--- config.mk ---
export PLATFORM = sky130hd
export DESIGN_NAME = mnq_front
export DESIGN_NICKNAME = d
export VERILOG_FILES = /design/src/sv/mnq_pkg.sv /design/src/sv/mnq_front.sv
export SDC_FILE = /design/constraint.sdc
export NUM_CORES = 1
export LEC_CHECK = 0
export ABC_CLOCK_PERIOD_IN_PS = 5400
export BUFFER_PORTS_ARGS = -buffer_cell sky130_fd_sc_hd__clkbuf_2
export CORE_ASPECT_RATIO = 1.2
export CORE_MARGIN = 2
export CORE_UTILIZATION = 50
export CTS_CLUSTER_SIZE = 14
export DETAILED_ROUTE_END_ITERATION = 8
export GPL_TIMING_DRIVEN = 0
export PLACE_DENSITY = 0.79
export RECOVER_POWER = 50
export SYNTH_ARGS = -nofsm -noshare
export SYNTH_HDL_FRONTEND = slang
export SYNTH_SLANG_ARGS = --single-unit
--- constraint.sdc ---
create_clock -name clk -period 5.4 [get_ports clk]
set_input_delay 0.54 -clock clk [delete_from_list [all_inputs] [get_ports clk]]
set_output_delay 0.54 -clock clk [all_outputs]
set_load 0.1 [all_outputs]
--- src/sv/mnq_pkg.sv ---
// Shared types and constants of the MIDI note quantize scheduler.
// Depends on nothing; every other file of the block imports it.
`default_nettype none
package mnq_pkg;

  localparam int MAX_BLOCK  = 4096;
  localparam int OFF_W      = 12;
  localparam int BS_W       = 13;
  localparam int PPQ_W      = 56;
  localparam int PPS_W      = 33;
  localparam int GRID_W     = 37;
  localparam int SR_W       = 18;
  localparam int MSG_W      = 22;
  localparam int DIV_NW     = 58;
  localparam int DIV_DW     = 38;
  localparam int RESULT_CAP = 32;
  localparam int N_W        = 6;
  localparam int OUTQ_DEPTH = 4;
  localparam int GAP_DIV    = 100;

  // Ten milliseconds of samples is sample_rate / 100, formed as a multiply by a
  // scaled reciprocal and a shift. It is exact for every 18-bit sample rate.
  localparam int          GAP_SHIFT = 25;
  localparam logic [18:0] GAP_RECIP = 19'd335545;

  localparam logic [3:0] ST_NOTE_OFF = 4'h8;
  localparam logic [3:0] ST_NOTE_ON  = 4'h9;

  localparam logic [1:0] REG_GRID        = 2'd0;
  localparam logic [1:0] REG_VEL_FIXED   = 2'd1;
  localparam logic [1:0] REG_VEL_VALUE   = 2'd2;
  localparam logic [1:0] REG_SAMPLE_RATE = 2'd3;

  typedef struct packed {
    logic [GRID_W-1:0] grid;
    logic              vel_fixed;
    logic [6:0]        vel_value;
    logic [SR_W-1:0]   sample_rate;
  } cfg_t;

  typedef struct packed {
    logic              op;
    logic [BS_W-1:0]   block_size;
    logic [PPQ_W-1:0]  start_ppq;
    logic [PPS_W-1:0]  pps;
    logic              have_ppq;
    logic [OFF_W-1:0]  offset;
    logic [7:0]        status;
    logic [6:0]        note;
    logic [6:0]        vel;
    logic              is_on;
    logic              is_off;
  } item_t;

  typedef struct packed {
    logic [7:0]       status;
    logic [6:0]       note;
    logic [6:0]       vel;
    logic [OFF_W-1:0] offset;
    logic             dropped;
    logic             last;
  } result_t;

  // A stored message is a note-on when its status is 0x9n with nonzero velocity.
  function automatic logic msg_is_on(input logic [MSG_W-1:0] m);
    return (m[21:18] == ST_NOTE_ON) && (m[6:0] != 7'd0);
  endfunction

endpackage
`default_nettype wire

--- src/sv/mnq_front.sv ---
// Front end: accepts input beats, classifies them and holds them in a
// two-entry queue for the back end. Depends on mnq_pkg.
`default_nettype none
module mnq_front (
  input  wire                        clk,
  input  wire                        rst_n,
  input  wire                        in_push,
  output logic                       in_full,
  input  wire                        in_op,
  input  wire [mnq_pkg::BS_W-1:0]    in_block_size,
  input  wire [mnq_pkg::PPQ_W-1:0]   in_block_start_ppq,
  input  wire [mnq_pkg::PPS_W-1:0]   in_ppq_per_sample,
  input  wire                        in_have_ppq,
  input  wire [mnq_pkg::OFF_W-1:0]   in_event_offset,
  input  wire [7:0]                  in_status_byte,
  input  wire [6:0]                  in_note_number,
  input  wire [6:0]                  in_velocity,
  input  mnq_pkg::cfg_t              cfg,
  output mnq_pkg::item_t             item,
  output logic                       item_valid,
  input  wire                        item_pop
);
  import mnq_pkg::*;

  item_t      cls;
  item_t      q_r [2];
  logic       wp_r, rp_r;
  logic [1:0] cnt_r;
  logic       push_ok, pop_ok;

  // Classify the incoming beat, apply the fixed velocity and clamp the block size.
  always_comb begin
    cls.op         = in_op;
    cls.start_ppq  = in_block_start_ppq;
    cls.pps        = in_ppq_per_sample;
    cls.have_ppq   = in_have_ppq;
    cls.offset     = in_event_offset;
    cls.status     = in_status_byte;
    cls.note       = in_note_number;
    cls.is_on      = (in_status_byte[7:4] == ST_NOTE_ON) && (in_velocity != 7'd0);
    cls.is_off     = (in_status_byte[7:4] == ST_NOTE_OFF) ||
                     ((in_status_byte[7:4] == ST_NOTE_ON) && (in_velocity == 7'd0));
    cls.vel        = in_velocity;
    if (cfg.vel_fixed && cls.is_on) begin
      cls.vel = (cfg.vel_value == 7'd0) ? 7'd1 : cfg.vel_value;
    end
    if (in_block_size == '0) begin
      cls.block_size = BS_W'(1);
    end else if (in_block_size > BS_W'(MAX_BLOCK)) begin
      cls.block_size = BS_W'(MAX_BLOCK);
    end else begin
      cls.block_size = in_block_size;
    end
  end

  assign in_full    = (cnt_r == 2'd2);
  assign item_valid = (cnt_r != 2'd0);
  assign item       = q_r[rp_r];
  assign push_ok    = in_push && !in_full;
  assign pop_ok     = item_pop && item_valid;

  // Queue pointers.
  always_ff @(posedge clk) begin
    if (!rst_n) begin
      wp_r  <= 1'b0;
      rp_r  <= 1'b0;
      cnt_r <= 2'd0;
    end else begin
      if (push_ok) wp_r <= ~wp_r;
      if (pop_ok) rp_r <= ~rp_r;
      cnt_r <= cnt_r + {1'b0, push_ok} - {1'b0, pop_ok};
    end
  end

  // Queue storage.
  always_ff @(posedge clk) begin
    if (push_ok) q_r[wp_r] <= cls;
  end

endmodule
`default_nettype wire

# == Word level (Yosys, flattened, before mapping) ==
# Memories as Yosys holds them, arrays and structs flattened. A register that Yosys moved wholly into a read port is not among the register bits.
# Cells that the tools add are included.
# word_totals
regBits,4
latchBits,0
ram_bits,280
mem_bits_ro,0
output_inout_bits,142
wordCells,32
n_memories,1
# mem_list
memory,words,word_bits,read_ports,rd_ports_with_merged_regs,write_ports,line,source
q_r,2,140,1,1,1,mnq_front.sv:26,item_t q_r [2];
# classes
n_addsub,2
multipliers,0
n_div,0
magnitude_cmp,1
n_eq_ne,3
n_shift,0
muxes,8
bitwise_logic,2
n_reduce_logical,12
# op_table
cell,count
$mux 13,2
$logic_not 7->1,2
$mux 7,2
$gt 13x13->1 const B,1
$logic_not 13->1,1
$eq 4x4->1 const B,2
$reduce_bool 7->1,1
$logic_and 1x1->1,5
$mux 1,4
$add 2x1->2,1
$eq 2x2->1 const B,1
$not 1->1,2
$reduce_bool 2->1,1
$sub 2x1->2,1
$logic_not 1->1,1
$logic_or 1x1->1,1

# == Depth between registers and ports, before layout ==
# depth
ltp_word,5
depth_mapped,8
mapped_depth_nobuf,8

# == Least setup slack after synthesis ==
# OpenSTA, ideal clock, no wires.
# synth_timing
path_kind,register to register
from,register cnt_r[0]
to,memory q_r[0][0] (netlist name) (enable)
t_arrival_ps,4052
slack_ps,855
path_stages_with_launch,5
path_cell_list,dfxtp_1 > nand2b_1 > inv_1 > or3_1 > inv_1
# synth_via
elab_chain_cells,5
# synth_rtl
element,line,source
from (decl),mnq_front.sv:28,logic [1:0] cnt_r;
from (signal assigned),mnq_front.sv:71,"cnt_r <= cnt_r + {1'b0, push_ok} - {1'b0, pop_ok};"
$eq 2x2->1,mnq_front.sv:56,assign in_full = (cnt_r == 2'd2);
named net in_full,mnq_front.sv:8,"output logic in_full,"
$logic_not 1->1,mnq_front.sv:59,assign push_ok = in_push && !in_full;
$logic_and 1x1->1,mnq_front.sv:59,
$mux 1,mnq_front.sv:77,if (push_ok) q_r[wp_r] <= cls;
$mux 1 (implied by the code),mnq_front.sv:77,
to (decl),mnq_front.sv:26,
# The timed path passes the listed nets, and every way through them passes these cells.

==> metrics.yaml <==
status: "completed"
ys.flop_type: "edfxtp_1"
cts-resized-gates: 0
htree_levels: 1
critical_path.startpoint_type: "flop"
clockBufferDepth: 3
syn_avg_cell_area_sq_um: 21.1
area_growth_syn_to_layout_pct: 24.3
die_y_um: 163
cts_tree: "built"
drive_gt1_share_pct: 48.8
slew_headroom_pct: 37.1
synth-seq-cells: 285
viasPerCell: 5.10
whs_ns: 0.202
io_buffers: 291
synth_nets: 708
stdcell_area_sq_um: 13100
grt_util_all_layers_pct: 17.8
synth_top_area_cell: "edfxtp_1"
place_hpwl_um: 14500
path_clk_slew_ns: 0.06
grt_pass1_vias: 6009
start_util_pct: 50.7
gp_congestion: 0.794
async_flop_share_pct: 0
hold_violations: 0
synth.top_cell.area_share_pct: 79.6
cts_sinks: 285
crit_required_ns: 4.86
drt_iter0_markers: 267
met2_wirelength_um: 11200
antenna_found_initial: 0
regArea_sq_um: 8510
synthTopCellsByCount: "edfxtp_1, mux2_2, nor2b_1, buf_2"
ys_seq_area_share_pct: 80.5
yosys_warnings: 0
dpl_cell_area_sq_um: 12500
worstMarginPinSlew_ns: 0.943
fillers: 1514
rsz0062_at_grt: "no"
grt_pass1_wl_um: 30600
drc: 0
coreArea_sq_um: 20800
met1_length_um: 7460
skew_ns: 0.0137
min_period_ns: 3.27
drtPass1Iterations: 4
fp.dieArea_sq_um: 22300
tns_ns: 0
cts_root_buf: "clkbuf_16"
multi_input_area_sq_um: 1940
synth_area_sq_um: 10600
via_count: 5680
numCtsBuffers: 27
top_layer_used: "met4"
ant_nets: 0
die_w_um: 137
cp.arrival_ns: 2.73
fin_crit_sh_pct: 60.6
slew_viol_final: 0
io_pins: 347
rows: 58
route.met3.wl_um: 1480
clk_latency_ns: 0.53
fmaxAchievable_mhz: 306
synthTopCellsByArea: "edfxtp_1, mux2_2, dfxtp_1"
critPathMaxFanout: 10
critPathKind: "flop to output port"
diodes: 0
grt_max_degree: 84
wl_per_cell_um: 18.7
yosys.cell_count.top_type: "edfxtp_1"
wl_um: 20900
postSynthCellCount: 501
maxCapViolations: 0
postCtsSetupRepairBufs: 0
setup_violations: 0
hold_class: "input port to flop"
holdBufCountCts: 0
cp-end-kind: "output port"
grt-ovfl-total: 0
synth.distinct_cells: 29
nNetsFinal: 1031
synth_edf_count: 280
[state kept, by name, indices dropped and copies added, names as in the netlist, named ones only]
| register | cells |
|---|---|
| cnt_r | 2 |
| q_r | 280 |
| rp_r | 1 |
| wp_r | 1 |
[final timing paths]
kind | from | endpoint | slack, ns | cells past startpoint
setup reg to reg | cnt_r[0] | q_r[0][67] | 3.09 | 5
setup / recovery | flop | item[120] | 2.13 | 5
hold reg to reg | wp_r | wp_r | 0.51 | 2
hold / removal | in_ppq_per_sample[8] | q_r[1][45] | 0.20 | 1
[final cells by class]
cell class	instances	area share [%]
plain buffers	18	0.609
clock inverters	20	0.895
inverters	6	0.209
flip-flops and latches	285	64.7
multi-input cells	192	14.8
repair buffers	294	11.0
clock buffers	29	5.20
well taps	270	2.57
[worst max-delay path, cell delays in order, from the launching register on]
cell and delay (ns):
dfxtp_1 0.31, clkbuf_1 0.17, clkbuf_1 0.58, buf_2 0.40, mux2_2 0.37, clkbuf_2 0.39
[per-layer routing]
layer  global-route usage (%)  up-vias
li1                         -     2626
met1                     19.0     2791
met2                     33.2      213
met3                     4.38       50
met4                     7.10        0
met5                        0        -
[cell usage in the layout (no fill, tap or decap), drive strengths merged, types with 2 or more instances in the layout]
master and n:
clkbuf 324, edfxtp 280, mux2 146, clkinv 18, buf 17, nor2b 12, inv 7, nor2 6
dfxtp 5, nor4 3, or3 2, o21ai 2, a21oi 2, nor3 2, and2 2, ha 2
[cells by family after synthesis]
family / after synthesis / synth area share, %
AOI/OAI and AO/OA: 7 / 0.521
xor gates and xnor gates: 2 / 0.166
and+or+nand+nor: 34 / 1.95
DFF: 285 / 80.5
buffers and inverters: 24 / 0.971
muxes: 147 / 15.7
adders and majority gates: 2 / 0.237
[stage by stage]
step	cells	utilization, %	setup slack (ns)
floorplan	501	-	0.855
global placement	1062	59.4	-0.788
detailed placement	1065	59.8	2.60
CTS	1114	63.6	2.04
global route	1114	63.1	1.98
finish	1114	63.1	2.13
Power is not shown: default switching activity piles up to over one toggle a cycle in this logic, so the estimate is an artifact.
