$ cat src/sv/mnq_pkg.sv
// Shared types and constants of the MIDI note quantize scheduler.
// Depends on nothing; every other file of the block imports it.
`default_nettype none
package mnq_pkg;

  localparam int MAX_BLOCK  = 4096;
  localparam int OFF_W      = 12;
  localparam int BS_W       = 13;
  localparam int PPQ_W      = 56;
  localparam int PPS_W      = 33;
  localparam int GRID_W     = 37;
  localparam int SR_W       = 18;
  localparam int MSG_W      = 22;
  localparam int DIV_NW     = 58;
  localparam int DIV_DW     = 38;
  localparam int RESULT_CAP = 32;
  localparam int N_W        = 6;
  localparam int OUTQ_DEPTH = 4;
  localparam int GAP_DIV    = 100;

  // Ten milliseconds of samples is sample_rate / 100, formed as a multiply by a
  // scaled reciprocal and a shift. It is exact for every 18-bit sample rate.
  localparam int          GAP_SHIFT = 25;
  localparam logic [18:0] GAP_RECIP = 19'd335545;

  localparam logic [3:0] ST_NOTE_OFF = 4'h8;
  localparam logic [3:0] ST_NOTE_ON  = 4'h9;

  localparam logic [1:0] REG_GRID        = 2'd0;
  localparam logic [1:0] REG_VEL_FIXED   = 2'd1;
  localparam logic [1:0] REG_VEL_VALUE   = 2'd2;
  localparam logic [1:0] REG_SAMPLE_RATE = 2'd3;

  typedef struct packed {
    logic [GRID_W-1:0] grid;
    logic              vel_fixed;
    logic [6:0]        vel_value;
    logic [SR_W-1:0]   sample_rate;
  } cfg_t;

  typedef struct packed {
    logic              op;
    logic [BS_W-1:0]   block_size;
    logic [PPQ_W-1:0]  start_ppq;
    logic [PPS_W-1:0]  pps;
    logic              have_ppq;
    logic [OFF_W-1:0]  offset;
    logic [7:0]        status;
    logic [6:0]        note;
    logic [6:0]        vel;
    logic              is_on;
    logic              is_off;
  } item_t;

  typedef struct packed {
    logic [7:0]       status;
    logic [6:0]       note;
    logic [6:0]       vel;
    logic [OFF_W-1:0] offset;
    logic             dropped;
    logic             last;
  } result_t;

  // A stored message is a note-on when its status is 0x9n with nonzero velocity.
  function automatic logic msg_is_on(input logic [MSG_W-1:0] m);
    return (m[21:18] == ST_NOTE_ON) && (m[6:0] != 7'd0);
  endfunction

endpackage
`default_nettype wire

$ cat src/sv/mnq_outq.sv
// Result queue between the back end and the result port.
// Depends on mnq_pkg for the result type and depth.
`default_nettype none
module mnq_outq (
  input  wire               clk,
  input  wire               rst_n,
  input  wire               push,
  input  mnq_pkg::result_t  wdata,
  output logic              full,
  input  wire               pop,
  output logic              empty,
  output mnq_pkg::result_t  rdata
);
  import mnq_pkg::*;

  localparam int AW = $clog2(OUTQ_DEPTH);

  result_t     mem_r [OUTQ_DEPTH];
  logic [AW-1:0] wp_r, rp_r;
  logic [AW:0]   cnt_r;
  logic          push_ok, pop_ok;

  assign full    = (cnt_r == (AW+1)'(OUTQ_DEPTH));
  assign empty   = (cnt_r == '0);
  assign rdata   = mem_r[rp_r];
  assign push_ok = push && !full;
  assign pop_ok  = pop && !empty;

  // Pointers and fill count.
  always_ff @(posedge clk) begin
    if (!rst_n) begin
      wp_r  <= '0;
      rp_r  <= '0;
      cnt_r <= '0;
    end else begin
      if (push_ok) wp_r <= wp_r + AW'(1);
      if (pop_ok) rp_r <= rp_r + AW'(1);
      cnt_r <= cnt_r + (AW+1)'(push_ok) - (AW+1)'(pop_ok);
    end
  end

  // Storage.
  always_ff @(posedge clk) begin
    if (push_ok) mem_r[wp_r] <= wdata;
  end

endmodule
`default_nettype wire

$ cat config.mk
export PLATFORM = sky130hd
export DESIGN_NAME = mnq_outq
export DESIGN_NICKNAME = d
export VERILOG_FILES = /design/src/sv/mnq_pkg.sv /design/src/sv/mnq_outq.sv
export SDC_FILE = /design/constraint.sdc
export NUM_CORES = 1
export LEC_CHECK = 0
export BUFFER_PORTS_ARGS = -buffer_cell sky130_fd_sc_hd__buf_2
export CORE_MARGIN = 10
export CORE_UTILIZATION = 55
export DETAILED_ROUTE_END_ITERATION = 7
export PLACE_DENSITY_LB_ADDON = 0.12
export SYNTH_ARGS = -nofsm -noshare
export SYNTH_HDL_FRONTEND = slang
export SYNTH_SLANG_ARGS = --single-unit
$ cat constraint.sdc
create_clock -name clk -period 5.45 [get_ports clk]
set_clock_uncertainty 0.1 [all_clocks]
set_input_delay 0.2725 -clock clk [delete_from_list [all_inputs] [get_ports clk]]
set_output_delay 0.2725 -clock clk [all_outputs]
set_load 0.02 [all_outputs]
# Word-level counts from Yosys, hierarchy flattened
# Memories as Yosys holds them, arrays and structs flattened. A register that Yosys moved wholly into a read port is not among the register bits.
# Index checks and enable logic that the tools add are counted.
[word_totals]
register_bits = 7
ram_bits = 144
in_bits = 40
output_inout_bits = 38
word_cells = 18
n_memories = 1
[mem_list]
columns = ["memory", "words", "word_bits", "rd", "rd_clocked_by_memory_dff", "wr", "line_no", "text"]
rows = [
  ["mem_r", 4, 36, 1, 1, 1, "mnq_outq.sv:18", "result_t mem_r [OUTQ_DEPTH];"],
]
[op_classes]
addsub = 4
n_eq_ne = 1
mux = 4
reduce_logical = 5
[op_table]
columns = ["op", "n"]
rows = [
  ["2-bit by 1-bit adder with 2-bit output, second input constant", 2],
  ["2-bit two-way mux", 2],
  ["3-bit by 1-bit adder with 3-bit output", 1],
  ["3-bit equality test, second input constant", 1],
  ["3-bit logical NOT", 1],
  ["3-bit by 1-bit subtractor with 3-bit output", 1],
  ["1-bit logical AND", 2],
  ["1-bit logical NOT", 2],
  ["1-bit two-way mux", 2],
]

# Depth between registers and ports, before layout
# Gate-level depths: netlist (run 1).
[depth]
depth_word = 5
depth_mapped = 11
ltp_nobuf = 10

# Least setup slack after synthesis (run 1)
# No wires, ideal clock.
[synth_path]
path_kind = "flip-flop to flip-flop"
start = "reg cnt_r[1]"
end = "reg cnt_r[2]"
setup_ns = 0.115
arrival_time_ns = 2.137
required_time_ns = 5.235
slack_ns = 3.098
path_stages_with_launch = 10
n_path_buf = 0
period_less_slack_ns = 2.352
cell_sequence = "dfxtp_1 -> nor3_2 -> nor2b_1 -> ha_1 -> inv_1 -> ha_1 -> fa_1 -> xnor2_1 -> xnor2_1 -> and2_1"
[synth_between]
word_cells_on_any_way = 8
classes_between = "add/sub: 2; eq/ne: 1; reduce/logical: 5"
[synth_lines]
columns = ["element", "line_no", "text"]
rows = [
  ["from (decl)", "mnq_outq.sv:20", "logic [AW:0] cnt_r;"],
  ["from (signal assigned)", "mnq_outq.sv:38", "cnt_r <= cnt_r + (AW+1)'(push_ok) - (AW+1)'(pop_ok);"],
  ["3-bit logical NOT", "mnq_outq.sv:24", "assign empty = (cnt_r == '0);"],
  ["named net empty", "mnq_outq.sv:11", "output logic empty,"],
  ["1-bit logical NOT", "mnq_outq.sv:27", "assign pop_ok = pop && !empty;"],
  ["1-bit logical AND", "mnq_outq.sv:27", ""],
  ["named net pop_ok", "mnq_outq.sv:21", "logic push_ok, pop_ok;"],
  ["3-bit by 1-bit subtractor with 3-bit output", "mnq_outq.sv:38", ""],
]
# The timed path passes the listed nets, and every way through them passes these cells.
# A chain may end at the register's enable or synchronous reset.

==> qor.csv, run 1 <==
stage;metric;value;unit
status;status;finished, final reports clean;
floorplanning;row count;37;
detailed_routing;total number of vias;2656;
yosys;area leader, netlist;edfxtp_1;
yosys;top-area cell type share of the netlist area;75.4;%
power_and_ir_drop;PD cells;460;mW/mm^2
yosys;syn nets;286;
floorplanning;core area;0.0102;mm^2
clocking;root buffer cell;clkbuf_8;
layout;Final Core Density;69.6;%
yosys;Seq/Total Area, Yosys;78.6;%
yosys;flops & latches, synth;153;
run;Max Cap Viol;0;
critical_path;worst endpoint required time;5.08;ns
grt;largest net degree at the start of global routing;37;
yosys;synth top area cells;edfxtp_1 (75%), mux4_2 (12%), dfxtp_1 (3.1%);
power_and_ir_drop;Switching Share;27.2;%
yosys;Gate Count Post-Synth;239;
power_and_ir_drop;sequential share of power;45.1;%
yosys;mapped cell area;0.00573;mm^2
floorplanning;starting density of the core;56.0;%
detailed_routing;Via density;5.19;
place;hpwl dp;5690;um
detailed_routing;Post-DRT Antenna Nets;0;
sta;final critical-path required period;2.66;ns
critical_path;Critical Path Stages;3;
critical_path;Crit. End Element;primary output;
critical_path;CP Launch Type;register;
critical_path;CP cell instances;buf_4 > mux4_1 > buf_2;
layout;Final nets;410;
sta;Slew Viols, Final;0;
clocking;post-cts repair resize count;0;
critical_path;largest stage delay on the critical path;0.69;ns
yosys;Synth top cells by count;edfxtp_1 (144), mux4_2 (30), dfxtp_1 (9);
sta;RSZ-0062 raised after global routing;false;
detailed_routing;Residual DRC;0;
clocking;Worst-Skew Late Latency;0.51;ns
power_and_ir_drop;Sw Pwr;893;uW
grt;number of global-route vias before repair;2984;
clocking;clock buffer count from CTS;17;
detailed_routing;DR iter-0 viols;108;
place;GPL Wtd Cong;0.668;
critical_path;Largest delay share family, worst path;buffers and inverters;
yosys;YS warnings;0;
sta;Final Setup Violations;0;
layout;filler instances;649;
place;worst slack, placed;2.99;ns
clocking;Clock transition at path regs;0.06;ns
yosys;Syn Area/Cell;24.0;um^2
layout;P&R area growth vs syn;24.3;%
yosys;Post-synth EDFFs;144;
critical_path;reg2reg end;cnt_r[2];
layout;antenna cells;0;
clocking;clk sinks;153;
power_and_ir_drop;Worst VDD drop;0.247;mV
hold_path;Hold Path Depth;3;
sta;Final period util;48.8;%
power_and_ir_drop;internal cell power;2390;uW
detailed_routing;Routed wire per std cell;19.4;um
sta;FMAX;0.376;GHz
floorplanning;Die X;122;um
clocking;H-tree depth;4;
layout;multi-input combinational cell area;0.00111;mm^2
power_and_ir_drop;Comb power frac;22.1;%
yosys;most frequent cell after synthesis;edfxtp_1;
floorplanning;Die Y;122;um
grt;Total GRT Usage;14.1;%
critical_path;reg2reg path depth;10;
place;I/O Buffers;77;
grt;GRT overflow;0;
critical_path;critical register-to-register path startpoint;cnt_r[2];
yosys;ys async rst share;0;%
floorplanning;die area;0.0149;mm^2
sta;final hold slack;0.0273;ns
grt;initial antenna violation count;0;
hold_path;hold path start;pop;
detailed_routing;drt pass-1 iters;4;
critical_path;WP buf/inv;2;
power_and_ir_drop;clock share of power;32.8;%
sta;Final Hold Vio Count;0;
layout;layout cells sized above 1;38.3;%
yosys;Cell variety after synth;23;
grt;first-pass GRT wire length;15800;um
sta;setup TNS;0;ns
hold_path;Hold Crit Class;in2reg;
clocking;TritonCTS clock tree;built;
critical_path;critical path arrival;2.29;ns
critical_path;Crit-path slowest cell;mux4_1;
power_and_ir_drop;leakage;0.00246;uW
yosys;Top FF cell, synth;edfxtp_1;
sta;Worst-Margin Slew;0.990;ns
hold_path;Worst Hold End;rp_r[0];
detailed_routing;total wire length;9910;um
sta;setup ws final;2.79;ns
floorplanning;I/O pin count;78;
critical_path;crit path max fanout;36;
clocking;CTS Buffer Depth;2;
layout;Register Area;0.00451;mm^2
sta;Worst slew margin;34.0;%
critical_path;Setup CP Type;reg2out;
layout;Final Instance Area;0.00713;mm^2
critical_path;R2R setup slack;3.01;ns
place;placed cell areas;0.00620;mm^2
[worst min-delay path, delay by kind of cell]
family,cells,cell delay (ns)
AO/OA/AOI/OAI,1,0.11
AND/OR/NAND/NOR,1,0.12
buffers and inverters,1,0.10
[kinds of logic (layout without fill, tap and decap cells)]
logic type               after synthesis  count (layout)  share of synthesized area [%]
multiplexers                          38              38                           14.9
AO/OA/AOI/OAI                          4               4                          0.393
AND/OR/NAND/NOR                       19              19                           2.07
flip-flops                           153             153                           78.6
buffers and inverters                 16             153                           2.14
XOR/XNOR                               2               2                          0.306
adder cells (fa/ha/maj)                7               7                           1.66
[flip-flops by register name, summed over array words and instances, names as in the netlist, named ones only]
name and cells:
mem_r 144, cnt_r 3, rp_r 2, wp_r 2
[through the flow]
stage,power (uW),cells
finish,3280,512
global route,3440,512
CTS,3320,512
detailed placement,2230,443
global placement,2220,443
floorplan,2030,239
[layout by cell type (no fill, tap or decap), types with 5 or more instances in the layout]
cell / count
clkbuf_16: 16
inv_1: 6
edfxtp_1: 144
clkinvlp_4: 5
buf_2: 77
nand2_1: 6
dfxtp_1: 7
mux4_1: 6
dlygate4sd3_1: 37
ha_1: 6
mux4_2: 30
[area by class of cell]
| type | count | share of cell area, % |
|---|---|---|
| clock buffers | 18 | 5.86 |
| clock inverters | 14 | 1.86 |
| inverters | 6 | 0.316 |
| multi-input cells | 70 | 15.6 |
| flip-flops and latches | 153 | 63.2 |
| well taps | 136 | 2.39 |
| repair buffers | 115 | 10.7 |
[how the worst max path moves through the flow]
stage	endpoint	slack (ns)
after floorplan	cnt_r[2]	3.10
after global placement	cnt_r[2]	3.03
after detailed placement	cnt_r[2]	2.99
after CTS	rdata[30]	2.73
after global routing	rdata[30]	2.63
final	rdata[30]	2.79
[power groups by stage]
stage / Combinational [uW] / Clock (uW) / Sequential, uW
final: 726 / 1070 / 1480
after global routing: 795 / 1150 / 1490
after CTS: 745 / 1100 / 1480
after detailed placement: 723 / 0 / 1510
after global placement: 717 / 0 / 1500
after floorplan: 555 / 0 / 1480
[per-layer routing]
layer  vias to the layer above  track usage (%)  share of wire [%]
met5                         -                0                  0
met2                        73             22.1                 49
met4                         0             5.38                1.1
li1                       1248                -                  -
met3                        12             5.69                7.2
met1                      1323             17.3                 42
[timing repair]
item / in CTS / in global routing
hold endpoints to repair: 150 / 0
hold buffers: 37 / 0
setup buffers: 0 / 0
Power figures use the tool's default switching activity.
==> run 2, diff against run 1 <==
Settings changed: CORE_UTILIZATION 55 to 51.
Clock period 5.45 ns to 2.3 ns, I/O delays scaled along.
==> run 2 against run 1 <==
- die area is 6.5% higher
- clock-buffer cell count decreased by 1
- cell area up 2.2%
- final cell count up 3.5%
- register-to-register slack got worse by 2.9 ns
- non-clock buffer count increased by 16
- critical path depth rose by 6
- clock power increased by 130%
- critical path type is now reg2reg
- sequential share of layout area down 1.3 points
==> qor.csv, run 2 (synthesis results as in run 1) <==
stage;metric;value;unit;change
detailed_routing;drt pass-1 iters;4;;unchanged
sta;setup TNS;0;ns;unchanged
floorplanning;Die X;126;um;+3.2%
power_and_ir_drop;internal cell power;5690;uW;+140%
sta;Slew Viols, Final;0;;unchanged
status;status;finished, final reports clean;;
floorplanning;Die Y;126;um;+3.2%
place;GPL Wtd Cong;0.659;;-1.4%
sta;Worst slew margin;79.4;%;+45 points
detailed_routing;Routed wire per std cell;19.0;um;-1.9%
layout;P&R area growth vs syn;27.0;%;
layout;commonest cells after routing, fill and taps aside;edfxtp_1 (144), buf_2 (77), dlygate4sd3_1 (40);;
detailed_routing;total number of vias;2744;;+3.3%
critical_path;critical path arrival;2.39;ns;+0.10 ns
grt;Total GRT Usage;13.2;%;-0.87 points
floorplanning;core area;0.0109;mm^2;+6.9%
clocking;Clock transition at path regs;0.06;ns;about the same
clocking;clk sinks;153;;unchanged
clocking;clock buffer count from CTS;17;;unchanged
sta;final hold slack;0.0848;ns;+0.0575 ns
clocking;Worst-Skew Late Latency;0.41;ns;-0.10 ns
power_and_ir_drop;PD cells;1080;mW/mm^2;+130%
critical_path;worst endpoint required time;2.51;ns;-2.57 ns
place;I/O Buffers;77;;unchanged
floorplanning;I/O pin count;78;;unchanged
layout;layout cells sized above 1;40.5;%;+2.2 points
grt;GRT overflow;0;;unchanged
layout;commonest non-fill, non-tap cell in the layout;edfxtp_1;;
critical_path;Crit. End Element;register;;
layout;antenna cells;0;;unchanged
run;Max Cap Viol;0;;unchanged
place;placed cell areas;0.00634;mm^2;+2.1%
critical_path;CP Launch Type;register;;
power_and_ir_drop;Switching Share;27.4;%;+0.13 points
hold_path;Hold Crit Class;in2reg;;
sta;Final Setup Violations;0;;unchanged
grt;number of global-route vias before repair;3037;;+1.8%
detailed_routing;total wire length;10100;um;+1.6%
power_and_ir_drop;clock share of power;31.6;%;-1.2 points
grt;largest net degree at the start of global routing;24;;-35%
detailed_routing;Via density;5.18;;-0.20%
power_and_ir_drop;sequential share of power;44.5;%;-0.6 points
grt;initial antenna violation count;0;;unchanged
detailed_routing;Post-DRT Antenna Nets;0;;unchanged
grt;first-pass GRT wire length;16000;um;+1.6%
floorplanning;row count;38;;+2.7%
floorplanning;starting density of the core;52.4;%;-3.6 points
layout;Final Instance Area;0.00728;mm^2;+2.2%
critical_path;crit path max fanout;3;;-92%
place;hpwl dp;6230;um;+9.6%
layout;max FFs per register;144;;unchanged
layout;Top Registers;mem_r (144), cnt_r (3);;
clocking;CTS Buffer Depth;2;;unchanged
layout;Final nets;426;;+3.9%
sta;Final period util;94.9;%;
power_and_ir_drop;leakage;0.00254;uW;+3.3%
power_and_ir_drop;Comb power frac;23.9;%;+1.8 points
floorplanning;die area;0.0159;mm^2;+6.5%
power_and_ir_drop;Worst VDD drop;0.581;mV;+130%
detailed_routing;Residual DRC;0;;unchanged
clocking;H-tree depth;4;;unchanged
sta;Worst-Margin Slew;0.310;ns;-0.681 ns
critical_path;Setup CP Type;reg2reg;;
clocking;root buffer cell;clkbuf_16;;
sta;final critical-path required period;2.18;ns;
power_and_ir_drop;Sw Pwr;2140;uW;+140%
layout;Final Core Density;66.6;%;-3.1 points
sta;Final Hold Vio Count;0;;unchanged
clocking;TritonCTS clock tree;built;;
detailed_routing;DR iter-0 viols;141;;+31%
sta;FMAX;0.458;GHz;
layout;Top reg by flops;mem_r;;
sta;RSZ-0062 raised after global routing;false;;
[run 2: changes by cell type in the layout (fill, tap and decap cells not counted), sizes merged]
cell and change:
buf +13, dlygate4sd3 +3, inv +2, bufinv -1, clkbuf -1, clkinv -1
clkinvlp -1
[run 2: final timing paths]
| path | startpoint | endpoint | slack (ns) | cells past startpoint |
|---|---|---|---|---|
| max | cnt_r[0] | cnt_r[2] | 0.12 | 9 |
| min | push | wp_r[0] | 0.08 | 4 |
| max reg2reg | cnt_r[0] | cnt_r[2] | 0.12 | 9 |
| min reg2reg | rp_r[1] | register | 0.40 | 2 |
[run 2: cell type report]
cell class / count / area, um^2
Clock buffer: 17 / 425
Clock inverter: 13 / 106
Fill cell: 736 / 3650
Inverter: 6 / 22.5
Multi-Input combinational cell: 70 / 1130
Sequential cell: 153 / 4510
Tap cell: 140 / 175
Timing Repair Buffer: 131 / 916
[run 2: stage by stage]
stage / instances / power, uW / setup slack, ns
final: 530 / 7830 / 0.118
after global placement: 459 / 5350 / 0.129
after detailed placement: 459 / 5380 / 0.0735
after CTS: 529 / 7910 / 0.0578
after global routing: 530 / 8200 / 0.0154
after floorplan: 239 / 4840 / 0.00975
[run 2: timing repair]
action / 4_1_cts / 5_1_grt
setup buffers: 0 / 1
hold buffers: 40 / 0
endpoints found under the setup margin: 0 / 2
gates resized for setup: 0 / 3
endpoints found under the hold margin: 153 / 0
[run 2: per-layer routing]
metal	track usage, %	up-vias	share of wire, %
met5	0	-	0
met4	5.36	0	1.7
met3	5.16	16	5.4
met2	23.1	67	53
met1	14.0	1378	40
li1	-	1283	-
[run 2: power groups by stage]
stage | clock (uW) | combinational (uW) | sequential, uW
floorplan | 0 | 1330 | 3510
global placement | 0 | 1830 | 3520
detailed placement | 0 | 1830 | 3540
CTS | 2520 | 1910 | 3480
global route | 2670 | 2020 | 3500
finish | 2480 | 1870 | 3480
[run 2: worst max-delay path, stage by stage, from the launching register on]
cell	delay, ns
dfxtp_2	0.35
nor3_4	0.23
nor2b_1	0.11
ha_1	0.28
inv_1	0.04
ha_1	0.18
fa_1	0.37
xnor2_1	0.15
xnor2_1	0.12
and2_1	0.15
==> run 3, diff against run 2 <==
Settings changed: REMOVE_ABC_BUFFERS set to 1.
==> run 3 against run 2 <==
- clock-buffer cell count up 1
- clock power hardly changed
- cell area grew 0.10%
- fmax shrank 0.65%
- via count down 0.15%
- hold slack improved by 0.055 ns
- setup slack worse by 0.014 ns
- power grew 0.18%
- combinational power hardly changed
- sequential share of layout area barely moved
- global-route usage is 0.079 points higher
- critical endpoint unchanged
- highest routed layer unchanged
==> qor.csv, run 3 (synthesis results as in run 1) <==
stage;metric;value;unit;change
status;status;finished, final reports clean;;
critical_path;CP cell instances;nor3b_2 > nor2b_1 > inv_1 > ha_1 > inv_1 > ha_1 > fa_1 > xnor2_1 > xnor2_1 > and2_1;;
power_and_ir_drop;clock share of power;31.6;%;about the same
power_and_ir_drop;Worst VDD drop;0.711;mV;+22%
clocking;Clock transition at path regs;0.06;ns;about the same
detailed_routing;total number of vias;2740;;-0.15%
power_and_ir_drop;PD cells;1080;mW/mm^2;about the same
sta;final critical-path required period;2.20;ns;+0.0143 ns
power_and_ir_drop;Sw Pwr;2140;uW;-0.17%
grt;largest net degree at the start of global routing;29;;+21%
power_and_ir_drop;leakage;0.00254;uW;about the same
sta;Final Hold Vio Count;0;;unchanged
detailed_routing;Residual DRC;0;;unchanged
critical_path;Crit-path slowest cell;fa_1;;
clocking;root buffer cell;clkbuf_16;;
sta;Final period util;95.5;%;+0.62 points
grt;Total GRT Usage;13.3;%;+0.079 points
floorplanning;Die Y;126;um;unchanged
power_and_ir_drop;Comb power frac;23.7;%;-0.2 points
power_and_ir_drop;Switching Share;27.3;%;-0.096 points
clocking;clk sinks;153;;unchanged
clocking;CTS Buffer Depth;2;;unchanged
power_and_ir_drop;total power;7840;uW;+0.18%
layout;Top reg by flops;mem_r;;
detailed_routing;Post-DRT Antenna Nets;0;;unchanged
detailed_routing;DR iter-0 viols;153;;+8.5%
sta;RSZ-0062 raised after global routing;false;;
floorplanning;row count;38;;unchanged
grt;GRT overflow;0;;unchanged
layout;Final nets;424;;-0.47%
critical_path;critical path arrival;2.39;ns;about the same
layout;max FFs per register;144;;unchanged
power_and_ir_drop;sequential share of power;44.6;%;about the same
layout;antenna cells;0;;unchanged
layout;Final Instance Area;0.00729;mm^2;+0.10%
grt;initial antenna violation count;0;;unchanged
detailed_routing;Via density;5.17;;-0.15%
layout;commonest cells after routing, fill and taps aside;edfxtp_1 (144), buf_2 (77), dlygate4sd3_1 (40);;
critical_path;Setup CP Type;reg2reg;;
floorplanning;core area;0.0109;mm^2;unchanged
floorplanning;I/O pin count;78;;unchanged
clocking;H-tree depth;4;;unchanged
floorplanning;die area;0.0159;mm^2;unchanged
clocking;post-CTS setup buffers;0;;unchanged
sta;Final Setup Violations;0;;unchanged
hold_path;Hold Crit Class;in2reg;;
layout;layout cells sized above 1;40.5;%;unchanged
clocking;clock buffer count from CTS;17;;unchanged
run;Max Cap Viol;0;;unchanged
sta;FMAX;0.455;GHz;-0.65%
sta;Slew Viols, Final;0;;unchanged
sta;setup ws final;0.104;ns;-0.0143 ns
detailed_routing;drt pass-1 iters;4;;unchanged
floorplanning;Die X;126;um;unchanged
layout;Top Registers;mem_r (144), cnt_r (3);;
critical_path;CP Launch Type;register;;
clocking;Worst-Skew Late Latency;0.41;ns;about the same
place;I/O Buffers;77;;unchanged
grt;number of global-route vias before repair;3007;;-0.99%
critical_path;crit path max fanout;3;;unchanged
sta;Worst-Margin Slew;0.493;ns;+0.184 ns
layout;fin cells;530;;unchanged
place;worst slack, placed;0.0533;ns;-0.0203 ns
critical_path;Crit. End Element;register;;
critical_path;largest stage delay on the critical path;0.38;ns;about the same
power_and_ir_drop;internal cell power;5710;uW;+0.31%
floorplanning;starting density of the core;52.4;%;unchanged
place;Placed Cells;458;;-0.22%
critical_path;R2R setup slack;0.10;ns;about the same
layout;P&R area growth vs syn;27.1;%;
place;hpwl dp;6460;um;+3.7%
detailed_routing;Routed wire per std cell;19.4;um;+2.0%
clocking;TritonCTS clock tree;built;;
detailed_routing;total wire length;10300;um;+2.0%
critical_path;worst endpoint required time;2.50;ns;about the same
grt;first-pass GRT wire length;16200;um;+1.2%
place;GPL Wtd Cong;0.676;;+2.6%
place;placed cell areas;0.00634;mm^2;about the same
sta;Worst slew margin;67.1;%;-12 points
sta;setup TNS;0;ns;unchanged
layout;commonest non-fill, non-tap cell in the layout;edfxtp_1;;
-- run 3: cell types whose count changed in the layout (fill, tap and decap cells not counted), sizes merged --
cell,change
clkinv,+1
clkbuf,+1
clkinvlp,+1
inv,-1
buf,-2
-- run 3: final timing paths --
| path | endpoint | cells after the start | from |
|---|---|---|---|
| worst min register to register | register | 2 | rp_r[1] |
| worst max-delay path | cnt_r[2] | 10 | cnt_r[2] |
| worst max register to register | cnt_r[2] | 10 | cnt_r[2] |
| worst min-delay path | wp_r[1] | 4 | push |
-- run 3: repair_timing --
item | 4_1_cts | 5_1_grt
setup endpoints to repair | 0 | 2
gates resized for setup | 0 | 4
hold buffers | 40 | 0
endpoints found under the hold margin | 153 | 0
-- run 3: stage by stage --
stage / util (%) / hold slack (ns)
final: 66.7 / 0.140
after global routing: 66.7 / 0.168
after CTS: 66.6 / 0.127
after detailed placement: 58.0 / 0.230
after global placement: 58.0 / 0.225
after floorplan: - / 0.114
-- run 3: worst max-delay path, delay by kind of cell, from the launching register on --
kind                       cells  cell delay, ns
adders and majority gates      3            0.83
xor gates and xnor gates       2            0.26
DFF                            1            0.34
buffers and inverters          2            0.10
and+or+nand+nor                3            0.46
-- run 3: layout make-up --
type	instances	area [um^2]
clock buffer	18	429
clock inverter	14	108
fill	739	3650
inverter	6	22.5
multi-input combinational	70	1120
sequential	153	4510
tap	140	175
timing repair buffer	129	926
-- run 3: per-layer routing --
metal | GRT usage (%) | part of all wire [%] | vias to the layer above
li1 | - | - | 1268
met1 | 14.8 | 40 | 1401
met2 | 22.7 | 54 | 61
met3 | 5.37 | 5.7 | 10
met4 | 4.42 | 0.81 | 0
met5 | 0 | 0 | -
-- run 3: power groups by stage --
stage / Combinational (uW) / Sequential (uW) / Clock, uW
6_report: 1860 / 3500 / 2480
3_5_place_dp: 1840 / 3550 / 0
4_1_cts: 1910 / 3500 / 2530
2_1_floorplan: 1090 / 3620 / 0
5_1_grt: 2020 / 3520 / 2670
3_3_place_gp: 1830 / 3530 / 0
